--- src/rtl/lowpass_to_bandpass_tap_mixer_core_assert.svh ---
// ----------------------------------------------------------------------------
// Tap mixer assertion macros
// Same-cycle and next-cycle implication checks on clk, off during reset.
// ----------------------------------------------------------------------------
`ifndef LOWPASS_TO_BANDPASS_TAP_MIXER_CORE_ASSERT_SVH
`define LOWPASS_TO_BANDPASS_TAP_MIXER_CORE_ASSERT_SVH

`define LPBP_ASSERT_NOW(lbl, ante, cons) \
  lbl: assert property (@(posedge clk) disable iff (!rst_n) (ante) |-> (cons)) \
    else $error("lpbp same-cycle check failed");

`define LPBP_ASSERT_NEXT(lbl, ante, cons) \
  lbl: assert property (@(posedge clk) disable iff (!rst_n) (ante) |=> (cons)) \
    else $error("lpbp next-cycle check failed");

`endif

--- src/rtl/lpbp_pkg.sv ---
// ----------------------------------------------------------------------------
// lpbp_pkg
// Widths, CORDIC constants, shared types and rounding for the tap mixer.
// ----------------------------------------------------------------------------
package lpbp_pkg;

  localparam int SAMPLE_WIDTH  = 16;
  localparam int PHASE_WIDTH   = 32;
  localparam int CORDIC_STAGES = 16;

  localparam int TAP_W   = 16;
  localparam int STEP_W  = 32;
  localparam int ANGLE_W = 32;
  localparam int XY_W    = 34;
  localparam int Z_W     = 34;
  localparam int IDX_W   = 5;
  localparam int RND_W   = 36;

  localparam logic signed [XY_W-1:0] X_INIT = 34'sd652032874;

  localparam logic signed [RND_W-1:0] TRIG_HI = 36'sd32767;
  localparam logic signed [RND_W-1:0] TRIG_LO = -36'sd32768;
  localparam logic signed [RND_W-1:0] OUT_HI  = RND_W'((64'sd1 <<< (SAMPLE_WIDTH - 1)) - 1);
  localparam logic signed [RND_W-1:0] OUT_LO  = RND_W'(-(64'sd1 <<< (SAMPLE_WIDTH - 1)));

  typedef struct packed {
    logic signed [XY_W-1:0] x;
    logic signed [XY_W-1:0] y;
    logic signed [Z_W-1:0]  z;
  } lpbp_vec_t;

  typedef struct packed {
    logic signed [TAP_W-1:0] tap;
    logic                    flip;
    logic                    last;
  } lpbp_side_t;

  function automatic logic [ANGLE_W-1:0] atan_turns(input logic [IDX_W-1:0] idx);
    logic [ANGLE_W-1:0] a;
    case (idx)
      5'd0:    a = 32'h20000000;
      5'd1:    a = 32'h12E4051E;
      5'd2:    a = 32'h09FB385B;
      5'd3:    a = 32'h051111D4;
      5'd4:    a = 32'h028B0D43;
      5'd5:    a = 32'h0145D7E1;
      5'd6:    a = 32'h00A2F61E;
      5'd7:    a = 32'h00517C55;
      5'd8:    a = 32'h0028BE53;
      5'd9:    a = 32'h00145F2F;
      5'd10:   a = 32'h000A2F98;
      5'd11:   a = 32'h000517CC;
      5'd12:   a = 32'h00028BE6;
      5'd13:   a = 32'h000145F3;
      5'd14:   a = 32'h0000A2FA;
      5'd15:   a = 32'h0000517D;
      5'd16:   a = 32'h000028BE;
      5'd17:   a = 32'h0000145F;
      5'd18:   a = 32'h00000A30;
      5'd19:   a = 32'h00000518;
      5'd20:   a = 32'h0000028C;
      5'd21:   a = 32'h00000146;
      5'd22:   a = 32'h000000A3;
      5'd23:   a = 32'h00000051;
      5'd24:   a = 32'h00000029;
      5'd25:   a = 32'h00000014;
      5'd26:   a = 32'h0000000A;
      5'd27:   a = 32'h00000005;
      5'd28:   a = 32'h00000003;
      5'd29:   a = 32'h00000001;
      5'd30:   a = 32'h00000001;
      default: a = 32'h00000000;
    endcase
    return a;
  endfunction

  // round half up at bit 15, floor shift, clamp
  function automatic logic signed [RND_W-1:0] rnd_sat(
    input logic signed [RND_W-1:0] v,
    input logic signed [RND_W-1:0] hi,
    input logic signed [RND_W-1:0] lo
  );
    logic signed [RND_W-1:0] r;
    r = (v + 36'sd16384) >>> 15;
    if (r > hi) begin
      r = hi;
    end else if (r < lo) begin
      r = lo;
    end
    return r;
  endfunction

endpackage

--- src/rtl/lpbp_phase_front.sv ---
// ----------------------------------------------------------------------------
// lpbp_phase_front
// Phase accumulator, step latch and quadrant fold feeding the CORDIC row.
// ----------------------------------------------------------------------------
module lpbp_phase_front
  import lpbp_pkg::*;
(
  input  logic                    clk,
  input  logic                    rst_n,
  input  logic                    in_valid,
  output logic                    in_stall,
  input  logic signed [TAP_W-1:0] in_tap_value,
  input  logic [STEP_W-1:0]       in_phase_step,
  input  logic                    in_first_tap,
  input  logic                    in_last_tap,
  output logic                    dn_valid,
  input  logic                    dn_ready,
  output lpbp_vec_t               dn_vec,
  output lpbp_side_t              dn_side
);

  logic [PHASE_WIDTH-1:0] acc_r, acc_nxt;
  logic [STEP_W-1:0]      held_r, held_nxt;
  logic                   valid_r, valid_nxt;
  lpbp_vec_t              vec_r, vec_nxt;
  lpbp_side_t             side_r, side_nxt;
  logic                   up_ready, take;
  logic [PHASE_WIDTH-1:0] acc_sel;
  logic [STEP_W-1:0]      step_sel;
  logic [ANGLE_W-1:0]     angle, angle_f;
  logic                   flip;

  assign up_ready = !valid_r || dn_ready;
  assign take     = in_valid && up_ready;
  assign in_stall = !up_ready;

  assign acc_sel  = in_first_tap ? '0 : acc_r;
  assign step_sel = in_first_tap ? in_phase_step : held_r;

  if (PHASE_WIDTH >= ANGLE_W) begin : g_wide
    assign angle = acc_sel[PHASE_WIDTH-1 -: ANGLE_W];
  end else begin : g_narrow
    assign angle = {acc_sel, {(ANGLE_W - PHASE_WIDTH){1'b0}}};
  end

  assign flip    = angle[ANGLE_W-1] ^ angle[ANGLE_W-2];
  assign angle_f = flip ? (angle ^ {1'b1, {(ANGLE_W - 1){1'b0}}}) : angle;

  always_comb begin
    acc_nxt   = acc_r;
    held_nxt  = held_r;
    valid_nxt = valid_r;
    vec_nxt   = vec_r;
    side_nxt  = side_r;
    if (dn_ready) begin
      valid_nxt = 1'b0;
    end
    if (take) begin
      acc_nxt       = acc_sel + PHASE_WIDTH'(step_sel);
      held_nxt      = step_sel;
      valid_nxt     = 1'b1;
      vec_nxt.x     = X_INIT;
      vec_nxt.y     = '0;
      vec_nxt.z     = Z_W'($signed(angle_f));
      side_nxt.tap  = in_tap_value;
      side_nxt.flip = flip;
      side_nxt.last = in_last_tap;
    end
  end

  always_ff @(posedge clk) begin
    if (!rst_n) begin
      acc_r   <= '0;
      held_r  <= '0;
      valid_r <= 1'b0;
    end else begin
      acc_r   <= acc_nxt;
      held_r  <= held_nxt;
      valid_r <= valid_nxt;
    end
  end

  always_ff @(posedge clk) begin
    vec_r  <= vec_nxt;
    side_r <= side_nxt;
  end

  assign dn_valid = valid_r;
  assign dn_vec   = vec_r;
  assign dn_side  = side_r;

endmodule

--- config.mk ---
export PLATFORM = sky130hd
export DESIGN_NAME = lpbp_phase_front
export DESIGN_NICKNAME = d
export VERILOG_FILES = /design/src/rtl/lowpass_to_bandpass_tap_mixer_core_assert.svh /design/src/rtl/lpbp_pkg.sv /design/src/rtl/lpbp_phase_front.sv
export SDC_FILE = /design/constraint.sdc
export NUM_CORES = 1
export LEC_CHECK = 0
export BUFFER_PORTS_ARGS = -buffer_cell sky130_fd_sc_hd__buf_2
export CAP_MARGIN = 20
export CORE_MARGIN = 2
export CORE_UTILIZATION = 55
export CTS_CLUSTER_SIZE = 40
export DETAILED_ROUTE_END_ITERATION = 16
export GPL_TIMING_DRIVEN = 0
export PLACE_DENSITY = 0.81
export SLEW_MARGIN = 30
export SYNTH_ARGS = -nofsm -noshare
export SYNTH_HDL_FRONTEND = slang
export SYNTH_SLANG_ARGS = --single-unit
--- constraint.sdc ---
create_clock -name clk -period 7.9 [get_ports clk]
set_clock_uncertainty 0.2 [all_clocks]
set_input_delay 0.395 -clock clk [delete_from_list [all_inputs] [get_ports clk]]
set_output_delay 0.395 -clock clk [all_outputs]
set_load 0.05 [all_outputs]
# ---- Word-level counts from Yosys, hierarchy flattened
# Index checks and enable logic that the tools add are counted.
dict set report word_totals {
  word_cells 20
  out_inout_bits 122
  register_bits 115
  memories 0
  romBits 0
  ram_bits 0
  latchBits 0
  input_bits 54
}
dict set report op_classes {
  mul 0
  div_mod_pow 0
  add_sub_neg 1
  bitwise_logic 2
  shift 0
  mux 5
  n_lt_le_gt_ge 0
  n_reduce_logical 5
  n_eq_ne 0
}
# op count
set ops {}
lappend ops {{$mux W32} 3}
lappend ops {{$add A32 B32 Y32} 1}
lappend ops {{$logic_not A1 Y1} 2}
lappend ops {{$mux W1} 2}
lappend ops {{$reduce_bool A2 Y1} 1}
lappend ops {{$logic_and A1 B1 Y1} 1}
lappend ops {{$logic_or A1 B1 Y1} 1}
lappend ops {{$not A1 Y1} 1}
lappend ops {{$xor A1 B1 Y1} 1}

# ---- Longest topological paths before layout
# Gate-level depths: netlist (run 1).
dict set report depth {
  depth_word 4
  ltp_mapped 13
  mapped_depth_nobuf 10
}

# ---- Least setup slack after synthesis (run 1)
# No wires, ideal clock.
dict set report synth_path {
  path_kind {input -> register}
  start {input port in_first_tap}
  end {register acc_r[24]}
  slack_ns 4.312
  required_ns 7.565
  setup_ns 0.135
  path_buffers 3
  stages 12
  arrival_time_ns 3.253
  path_cell_list {clkbuf_1 -> buf_1 -> mux2_2 -> ha_1 -> buf_2 -> a21oi_2 -> a21oi_1 -> or4_1 -> o22ai_1 -> o31a_2 -> mux2i_1 -> o32ai_1}
}
dict set report synth_via {
  elab_chain_len 2
  word_cells_on_any_way 3
  classes_between {add/sub (1); mux (2)}
}
# element line
set synth_lines {}
lappend synth_lines {{start, declared} lpbp_phase_front.sv:14} ;# input logic in_first_tap,
lappend synth_lines {{$mux W32} lpbp_phase_front.sv:38} ;# assign step_sel = in_first_tap ? in_phase_step : held_r;
lappend synth_lines {{via step_sel[8]} lpbp_phase_front.sv:29} ;# logic [STEP_W-1:0] step_sel;
lappend synth_lines {{$add A32 B32 Y32} lpbp_phase_front.sv:59} ;# acc_nxt = acc_sel + PHASE_WIDTH'(step_sel);
lappend synth_lines {{end signal, assigned} lpbp_phase_front.sv:77} ;# acc_r <= acc_nxt;
lappend synth_lines {{end, declared} lpbp_phase_front.sv:22} ;# logic [PHASE_WIDTH-1:0] acc_r, acc_nxt;
# The timed path passes the listed nets, and every way through them passes these cells.
# A chain may end at the register's enable or synchronous reset.

# ---- Worst setup path after layout (run 1)
dict set report layout_path {
  start {input port in_first_tap}
  end {register acc_r[24]}
}
dict set report layout_via {
  elab_chain_len 2
  word_cells_on_any_way 3
  classes_between {add/sub (1); mux (2)}
}
# element line
set layout_lines {}
lappend layout_lines {{$mux W32} lpbp_phase_front.sv:37} ;# assign acc_sel = in_first_tap ? '0 : acc_r;
lappend layout_lines {{via acc_sel[0]} lpbp_phase_front.sv:28} ;# logic [PHASE_WIDTH-1:0] acc_sel;
lappend layout_lines {{$add A32 B32 Y32} lpbp_phase_front.sv:59}
# The timed path passes the listed nets, and every way through them passes these cells.

==> flow_metrics.env, run 1 <==
export IMPL_outcome="complete, no violations"
export IMPL_final_common_cell="nand2_1"
export IMPL_grtUsageTotal_pct=26.34
export IMPL_endpoint="acc_r[24]"
export IMPL_tightest_slew_ns=0.8404
export IMPL_multi_input_area_um2=3437
export IMPL_async_reset_ff_share_pct=0
export IMPL_powerDensity_nw_per_um2=219.4
export IMPL_reg2reg_slack_ns=4.72
export IMPL_postCtsHoldBufs=17
export IMPL_synth_edf_count=49
export IMPL_finalMaxSlewViolations=0
export IMPL_p_leak_nw=3.833
export IMPL_start_kind="input port"
export IMPL_clk_latency_ns=0.42
export IMPL_fillCellCount=928
export IMPL_place_gp_congestion=0.9572
export IMPL_avgViaCountPerCell=5.305
export IMPL_dp_cells=1057
export IMPL_drc_errors=0
export IMPL_dr_first_iter_drc_count=415
export IMPL_grt_pass1_wl_um=26970
export IMPL_grt_pass1_vias=5546
export IMPL_min_period_ns=4.520
export IMPL_clk_pin_slew_ns=0.05
export IMPL_initial_core_util_pct=55.91
export IMPL_nets=1032
export IMPL_dieArea_um2=13060
export IMPL_rows=40
export IMPL_setup_viol=0
export IMPL_numCtsBuffers=17
export IMPL_crit_type="input port to flip-flop"
export IMPL_arrival_ns=4.59
export IMPL_ff2ff_path_depth=10
export IMPL_period_share_pct=57.22
export IMPL_ant_nets=0
export IMPL_die_w_um=114.3
export IMPL_drtPass1Iterations=5
export IMPL_yosysUniqueCellTypes=65
export IMPL_cts_root_buf="clkbuf_16"
export IMPL_yosys_warnings=0
export IMPL_synthCells=736
export IMPL_slew_headroom_pct=42.52
export IMPL_syn_area_um2=6688
export IMPL_hpwl_um=11840
export IMPL_utilization_pct=70.66
export IMPL_rsz0062_at_grt="no"
export IMPL_post_drt_wl_per_cell_um=15.38
export IMPL_maxCapViolations=0
export IMPL_cts_resized_gates=0
export IMPL_seq_area_frac_synth_pct=41.46
export IMPL_drive_above_1_share_pct=27.32
export IMPL_setup_tns_ns=0
export IMPL_ys_flop_type="dfxtp_1"
export IMPL_syn_avg_cell_area_um2=9.087
export IMPL_final_cell_mix="119 x nand2_1, 114 x buf_2, 84 x a21oi_1"
export IMPL_htreeDepth=4
export IMPL_synth_seq_cells=114
export IMPL_antenna_found_initial=0
export IMPL_dieHeight_um=114.3
export IMPL_endpoint_kind="flip-flop"
export IMPL_diodes=0
export IMPL_fp_coreArea_um2=11960
export IMPL_crit_fanout=10
export IMPL_cts_sinks=114
export IMPL_hold_path_class="input port to flip-flop"
export IMPL_wl_um=17010
export IMPL_tritoncts="built"
export IMPL_postCtsSetupBuffers=0
export IMPL_crit_reg2reg_launch="held_r[0]"
export IMPL_r2r_end="acc_r[24]"
export IMPL_ir_drop_mv=0.1301
export IMPL_grt_max_degree=34
export IMPL_io_pins=176
export IMPL_overflow=0
export IMPL_crit_start="in_first_tap"
export IMPL_clk_path_buf_depth=2
export IMPL_num_vias=5867
export IMPL_fin_cells=1106
export IMPL_finalHoldViolations=0
export IMPL_max_freq_mhz=221.2
export IMPL_crit_required_ns=7.97
export IMPL_port_buffers=107
export IMPL_area_sequential_um2=2773
export IMPL_area_delta_synth_final_pct=26.38
==> report_power, final <==
part           internal, W  switching [W]  total, W
clock             0.000504       0.000283  0.000787
sequential        0.000655      0.0000135  0.000668
combinational     0.000125       0.000274  0.000399
==> Yosys cell counts, drive strengths merged (10+ instances only) <==
cell type / count / share of area [%]
mux2: 32 / 5.4
a21o: 15 / 1.7
a21oi: 86 / 6.7
dfxtp: 65 / 19
or3: 12 / 1.1
nor2: 26 / 1.5
nand2: 119 / 6.7
o21ai: 28 / 2.1
ha: 31 / 5.8
buf: 84 / 9.0
nand3: 19 / 1.4
inv: 10 / 0.56
nor2b: 31 / 2.9
clkbuf: 23 / 1.3
xnor2: 11 / 1.4
edfxtp: 49 / 22
==> cell type report <==
cell class | count | area share (%)
Multi-Input combinational cell | 571 | 40.67
Sequential cell | 114 | 32.81
Timing Repair Buffer | 125 | 8.586
Buffer | 107 | 8.187
Clock buffer | 20 | 5.285
Tap cell | 147 | 2.176
Clock inverter | 12 | 1.850
Inverter | 10 | 0.4441
==> stage by stage <==
step                area, um2  hold WS, ns  setup WS [ns]  total power, W
floorplan                6935       0.2173          4.312       0.0009901
detailed placement       7679       0.2343          3.014        0.001065
finish                   8452     0.007776          3.380        0.001854
global placement         7655       0.2276          3.058        0.001059
global route             8452      0.02994          3.117        0.001917
CTS                      8452     0.007009          3.428        0.001850
==> how the worst min path moves through the flow <==
stage	from	to	slack [ns]	cells past startpoint
2_1_floorplan	acc_r[14]	acc_r[14]	0.22	2
3_3_place_gp	acc_r[17]	acc_r[17]	0.23	2
3_5_place_dp	acc_r[14]	acc_r[14]	0.23	2
4_1_cts	in_valid	dn_valid	0.007	3
5_1_grt	in_valid	dn_valid	0.03	3
6_report	in_valid	dn_valid	0.008	3
==> state kept, by name, summed over array words and instances (netlist names) <==
signal    cells
acc_r        32
held_r       32
dn_side      18
dn_valid      1
dn_vec       31
==> metal layers <==
layer | vias up | GRT usage (%) | wire [um]
li1 | 2895 | - | -
met1 | 2673 | 33.51 | 7297
met2 | 259 | 43.25 | 7953
met3 | 40 | 6.406 | 1291
met4 | 0 | 10.57 | 465
met5 | - | 0 | 0
==> logic make-up (layout without fill, tap and decap cells) <==
logic type | Yosys count | in the layout | synth area share (%)
muxes | 34 | 34 | 5.688
DFF | 114 | 114 | 41.46
other | 2 | 68 | 0.1123
and+or+nand+nor | 247 | 247 | 17.72
buffers and inverters | 117 | 274 | 10.85
xor gates and xnor gates | 18 | 18 | 2.357
adders and majority gates | 32 | 32 | 6.099
AOI/OAI and AO/OA | 172 | 172 | 15.72
==> critical path: stages <==
cell and delay [ns]:
buf_2 0.11, clkbuf_1 0.49, buf_1 0.54, clkbuf_1 0.58, nor2b_1 0.16, ha_1 0.27
fa_1 0.41, a21o_1 0.23, a31oi_1 0.31, nor3_1 0.13, o22ai_1 0.34, o31a_2 0.29
mux2i_1 0.22, o32ai_1 0.10
(Power assumes the default switching activity.)
==> run 2, diff against run 1 <==
--- a/config.mk
+++ b/config.mk
@@ -5,14 +5,15 @@
 export SDC_FILE = /design/constraint.sdc
 export NUM_CORES = 1
 export LEC_CHECK = 0
+export ABC_AREA = 1
 export BUFFER_PORTS_ARGS = -buffer_cell sky130_fd_sc_hd__buf_2
 export CAP_MARGIN = 20
 export CORE_MARGIN = 2
-export CORE_UTILIZATION = 55
+export CORE_UTILIZATION = 49
 export CTS_CLUSTER_SIZE = 40
 export DETAILED_ROUTE_END_ITERATION = 16
 export GPL_TIMING_DRIVEN = 0
-export PLACE_DENSITY = 0.81
+export PLACE_DENSITY = 0.75
 export SLEW_MARGIN = 30
 export SYNTH_ARGS = -nofsm -noshare
 export SYNTH_HDL_FRONTEND = slang
==> constraint.sdc (replaced) <==
create_clock -name clk -period 3.7 [get_ports clk]
set_clock_uncertainty 0.2 [all_clocks]
set_input_delay 0.185 -clock clk [delete_from_list [all_inputs] [get_ports clk]]
set_output_delay 0.185 -clock clk [all_outputs]
set_load 0.05 [all_outputs]
==> flow_metrics.env, run 2 <==
export IMPL_outcome="complete, no violations"
export IMPL_drive_above_1_share_pct=19.23
export IMPL_finalHoldViolations=0
export IMPL_multi_input_area_um2=3329
export IMPL_fp_coreArea_um2=14530
export IMPL_numCtsBuffers=17
export IMPL_cts_sinks=114
export IMPL_avgViaCountPerCell=4.657
export IMPL_initial_core_util_pct=50.16
export IMPL_synth_seq_cells=114
export IMPL_max_freq_mhz=299.8
export IMPL_period_share_pct=90.16
export IMPL_setup_tns_ns=0
export IMPL_tightest_slew_ns=0.8479
export IMPL_ys_flop_type="dfxtp_1"
export IMPL_cts_root_buf="clkbuf_16"
export IMPL_nets=1342
export IMPL_dieArea_um2=15870
export IMPL_rows=44
export IMPL_synth_top_cell_area_share_pct=20.18
export IMPL_synth_edf_count=49
export IMPL_synth_area_top_cells="edfxtp_1 20%, dfxtp_1 18%, nand2_1 13%"
export IMPL_htreeDepth=4
export IMPL_diodes=0
export IMPL_crit_slowest_cell="buf_1"
export IMPL_synthCells=1043
export IMPL_yosysTopAreaCell="edfxtp_1"
export IMPL_wl_um=19840
export IMPL_drtPass1Iterations=5
export IMPL_finalMaxSlewViolations=0
export IMPL_antenna_found_initial=0
export IMPL_dieHeight_um=126.0
export IMPL_cts_resized_gates=0
export IMPL_powerDensity_nw_per_um2=432.4
export IMPL_clk_path_buf_depth=2
export IMPL_grt_pass1_wl_um=31440
export IMPL_arrival_ns=3.46
export IMPL_seq_area_frac_synth_pct=38.03
export IMPL_crit_fanout=10
export IMPL_final_common_cell="nand2_1"
export IMPL_num_vias=6767
export IMPL_clk_pin_slew_ns=0.06
export IMPL_synth_common_cells="260 x nand2_1, 203 x inv_1, 85 x a21oi_1"
export IMPL_min_period_ns=3.336
export IMPL_p_leak_nw=4.952
export IMPL_port_buffers=106
export IMPL_fin_area_um2=9062
export IMPL_hpwl_um=14660
export IMPL_crit_type="input port to flip-flop"
export IMPL_hold_path_class="input port to flip-flop"
export IMPL_post_drt_wl_per_cell_um=13.66
export IMPL_place_gp_congestion=0.9493
export IMPL_tritoncts="built"
export IMPL_die_w_um=126.0
export IMPL_syn_area_um2=7291
export IMPL_rsz0062_at_grt="no"
export IMPL_ff2ff_path_depth=14
export IMPL_async_reset_ff_share_pct=0
export IMPL_yosysMostFrequentCell="nand2_1"
export IMPL_syn_avg_cell_area_um2=6.990
export IMPL_grtUsageTotal_pct=25.35
export IMPL_crit_required_ns=3.82
export IMPL_p_total_w=0.003919
export IMPL_io_pins=176
export IMPL_critPathBufInv=5
export IMPL_area_sequential_um2=2773
export IMPL_ir_drop_mv=0.3176
export IMPL_start_kind="input port"
export IMPL_ant_nets=0
export IMPL_dr_first_iter_drc_count=446
export IMPL_worst_path_most_repeated_cell="nand2_1"
export IMPL_grt_pass1_vias=6280
export IMPL_fin_cells=1453
export IMPL_cpLargestDelayFamily="buffers and inverters"
export IMPL_yosysUniqueCellTypes=31
export IMPL_clk_latency_ns=0.42
export IMPL_drc_errors=0
export IMPL_place_area_um2=8302
export IMPL_overflow=0
export IMPL_holdPathStages=5
export IMPL_fillCellCount=1336
export IMPL_endpoint_kind="flip-flop"
export IMPL_crit_chain="buf_2, buf_2, buf_2, buf_1, nor2_1, ha_1, fa_1, nand3_1, nand3_1, nand2_1, nand2_1, nand2_1, nand3_1, nand2_1, nand3_1, nand2_1, inv_1"
export IMPL_path_depth=17
export IMPL_setup_viol=0
export IMPL_area_delta_synth_final_pct=24.30
export IMPL_final_cell_mix="260 x nand2_1, 203 x inv_1, 116 x buf_2"
export IMPL_slew_headroom_pct=43.47
export IMPL_maxCapViolations=0
export IMPL_grt_max_degree=59
export IMPL_yosys_warnings=0
export IMPL_dp_cells=1399
export IMPL_slowest_delay_ns=0.67
## run 2: cell types whose count changed after synthesis, moves of 14 or more
| cell | before | now |
|---|---|---|
| a21o_1 | 15 | 1 |
| nor2_1 | 26 | 70 |
| nor2b_1 | 31 | 0 |
| o21ai_0 | 18 | 78 |
| nand3_1 | 19 | 37 |
| mux2_2 | 32 | 0 |
| inv_1 | 9 | 203 |
| nand2_1 | 119 | 260 |
## run 2: repair_timing
action	4_1_cts	5_1_grt
buffers inserted	0	0
endpoints found under the hold margin	26	0
hold buffers	22	0
## run 2: path summary, 6_finish.rpt
| kind | start | end | slack, ns |
|---|---|---|---|
| worst max-delay path | in_first_tap | acc_r[24] | 0.36 |
| worst min-delay path | in_phase_step[25] | held_r[25] | 0.008 |
| worst max register to register | acc_r[0] | acc_r[24] | 1.18 |
| worst min register to register | held_r[29] | held_r[29] | 0.25 |
## run 2: logic make-up (layout without fill, tap and decap cells)
kind of cell               after synthesis  after routing  synth area share [%]
buffers and inverters                  308            468                 19.70
xor gates and xnor gates                14             14                 1.682
other                                    2             68                0.1030
DFF                                    114            114                 38.03
and+or+nand+nor                        398            398                 22.62
adders and majority gates               32             32                 5.595
AOI/OAI and AO/OA                      175            175                 12.27
## run 2: through the flow
step           hold WS [ns]  worst slack, ns  util, %
2_1_floorplan       0.08387            1.104        -
3_3_place_gp         0.1618         -0.07350    57.10
3_5_place_dp         0.1634         -0.05689    57.12
4_1_cts           0.0003459           0.3643    62.35
5_1_grt             0.05068           0.1623    62.35
6_report           0.008413           0.3641    62.35
## run 2: power breakdown
group | leakage (nW) | switching [W] | internal, W | total [W]
Combinational | 3.67 | 0.000693 | 0.000275 | 0.000968
Sequential | 1.03 | 0.0000240 | 0.00142 | 0.00144
Clock | 0.252 | 0.000583 | 0.000926 | 0.00151
## run 2: layer usage
metal / up-vias / track usage (%) / part of all wire [%]
met2: 247 / 41.02 / 45
met5: - / 0 / 0
met1: 2978 / 35.17 / 47
met3: 19 / 5.098 / 7.2
met4: 0 / 5.947 / 1.1
li1: 3523 / - / -
## run 2: worst register-to-register path, stage by stage, from the launching register on
cell     delay [ns]
dfxtp_1        0.29
inv_1          0.07
nor2_1         0.06
ha_1           0.29
fa_1           0.48
nand3_1        0.12
nand3_1        0.18
nand2_1        0.14
nand2_1        0.11
nand2_1        0.14
nand3_1        0.10
nand2_1        0.07
nand3_1        0.06
nand2_1        0.08
inv_1          0.03
## run 2: layout make-up
cell class	instances	share of cell area [%]
multi-input cells	687	36.74
clock inverters	12	1.035
clock buffers	20	4.929
well taps	184	2.540
inverters	207	8.574
flip-flops and latches	114	30.60
plain buffers	101	7.304
repair buffers	128	8.284
==> run 3, diff against run 2 <==
--- a/config.mk
+++ b/config.mk
@@ -8,10 +8,12 @@
 export ABC_AREA = 1
 export BUFFER_PORTS_ARGS = -buffer_cell sky130_fd_sc_hd__buf_2
 export CAP_MARGIN = 20
+export CORE_ASPECT_RATIO = 1.75
 export CORE_MARGIN = 2
 export CORE_UTILIZATION = 49
 export CTS_CLUSTER_SIZE = 40
 export DETAILED_ROUTE_END_ITERATION = 16
+export GPL_ROUTABILITY_DRIVEN = 0
 export GPL_TIMING_DRIVEN = 0
 export PLACE_DENSITY = 0.75
 export SLEW_MARGIN = 30
==> flow_metrics.env, run 3 (same netlist as run 2, synthesis figures left out) <==
export IMPL_p_int_w=0.002753
export IMPL_cts_root_buf="clkbuf_16"
export IMPL_hpwl_um=14750
export IMPL_hold_ws_ns=0.008945
export IMPL_initial_core_util_pct=49.63
export IMPL_hold_path_class="input port to flip-flop"
export IMPL_drive_above_1_share_pct=19.70
export IMPL_powerDensity_nw_per_um2=450.9
export IMPL_nets=1342
export IMPL_postCtsHoldBufs=22
export IMPL_drc_errors=0
export IMPL_finalMaxSlewViolations=0
export IMPL_crit_required_ns=3.82
export IMPL_die_w_um=96.21
export IMPL_wl_um=20160
export IMPL_tightest_slew_ns=0.9110
export IMPL_fin_cells=1452
export IMPL_grt_pass1_vias=6715
export IMPL_cts_sinks=114
export IMPL_p_leak_nw=4.982
export IMPL_p_sw_w=0.001364
export IMPL_htreeDepth=4
export IMPL_setup_viol=0
export IMPL_area_delta_synth_final_pct=25.24
export IMPL_grt_pass1_wl_um=31010
export IMPL_min_period_ns=3.405
export IMPL_dieArea_um2=15910
export IMPL_dp_cells=1398
export IMPL_antenna_found_initial=0
export IMPL_clk_path_buf_depth=2
export IMPL_io_pins=176
export IMPL_port_buffers=106
export IMPL_num_vias=6986
export IMPL_clkPwrFrac_pct=41.4
export IMPL_slew_headroom_pct=39.27
export IMPL_p_sw_share_pct=33.13
export IMPL_numCtsBuffers=17
export IMPL_outcome="complete, no violations"
export IMPL_final_cell_mix="260 x nand2_1, 203 x inv_1, 116 x buf_2"
export IMPL_fp_coreArea_um2=14690
export IMPL_clk_latency_ns=0.43
export IMPL_postCtsSetupBuffers=0
export IMPL_rows=59
export IMPL_start_kind="input port"
export IMPL_ant_nets=0
export IMPL_setup_tns_ns=0
export IMPL_grtUsageTotal_pct=25.96
export IMPL_post_drt_wl_per_cell_um=13.88
export IMPL_reg2reg_slack_ns=1.13
export IMPL_dr_first_iter_drc_count=323
export IMPL_clk_pin_slew_ns=0.05
export IMPL_rsz0062_at_grt="no"
export IMPL_arrival_ns=3.53
export IMPL_seq_power_share_pct=35.0
export IMPL_avgViaCountPerCell=4.811
export IMPL_dieHeight_um=165.4
export IMPL_overflow=0
export IMPL_comb_power_share_pct=23.6
export IMPL_endpoint_kind="flip-flop"
export IMPL_ir_drop_mv=0.2880
export IMPL_cts_resized_gates=0
export IMPL_maxCapViolations=0
export IMPL_final_common_cell="nand2_1"
export IMPL_period_share_pct=92.02
export IMPL_crit_type="input port to flip-flop"
export IMPL_crit_fanout=10
export IMPL_drtPass1Iterations=5
export IMPL_diodes=0
export IMPL_grt_max_degree=59
export IMPL_tritoncts="built"
export IMPL_utilization_pct=62.16
export IMPL_finalHoldViolations=0
export IMPL_max_freq_mhz=293.7
==> run 3: per-layer routing <==
layer	routed length (um)	vias to the layer above	GRT usage, %
met5	0	-	0
met4	1492	0	20.00
met3	1168	89	3.902
met2	10750	291	48.77
met1	6749	3086	23.94
li1	-	3520	-
==> run 3: per-stage QoR <==
stage / power [W] / setup slack, ns / instance area, um2
floorplan: 0.002210 / 1.104 / 7538
global placement: 0.002388 / -0.06916 / 8298
detailed placement: 0.002403 / -0.06218 / 8300
CTS: 0.004125 / 0.3652 / 9131
global route: 0.004272 / 0.2250 / 9131
finish: 0.004117 / 0.2953 / 9131
==> run 3: power groups by stage <==
stage / logic (W) / registers [W] / clock network, W
finish: 0.000971 / 0.00144 / 0.00170
global route: 0.00106 / 0.00145 / 0.00176
CTS: 0.000962 / 0.00144 / 0.00172
detailed placement: 0.000935 / 0.00147 / 0
global placement: 0.000923 / 0.00146 / 0
floorplan: 0.000618 / 0.00159 / 0
==> run 3: path summary, 6_finish.rpt <==
| path | cells past startpoint | from | end |
|---|---|---|---|
| hold reg to reg | 2 | held_r[9] | held_r[9] |
| setup / recovery | 17 | in_first_tap | acc_r[28] |
| hold / removal | 3 | in_phase_step[31] | held_r[31] |
| setup reg to reg | 14 | acc_r[0] | acc_r[28] |
==> run 3: cell type report <==
type | count | area, um2
Buffer | 101 | 661.9
Clock buffer | 17 | 425.4
Clock inverter | 15 | 185.2
Fill cell | 1375 | 5559
Inverter | 207 | 777.0
Multi-Input combinational cell | 687 | 3329
Sequential cell | 114 | 2773
Tap cell | 183 | 229.0
Timing Repair Buffer | 128 | 750.7
==> run 3: worst max-delay path, stage by stage <==
cell and delay, ns:
buf_2 0.12, buf_2 0.23, buf_2 0.25, buf_1 0.71
nor2_1 0.18, ha_1 0.30, fa_1 0.46, nand3_1 0.12
nand3_1 0.19, nand3_1 0.15, nand3_2 0.13, nand2_1 0.15
nand2_1 0.07, nand2_1 0.07, nand3_1 0.07, nand2_1 0.10
inv_1 0.04
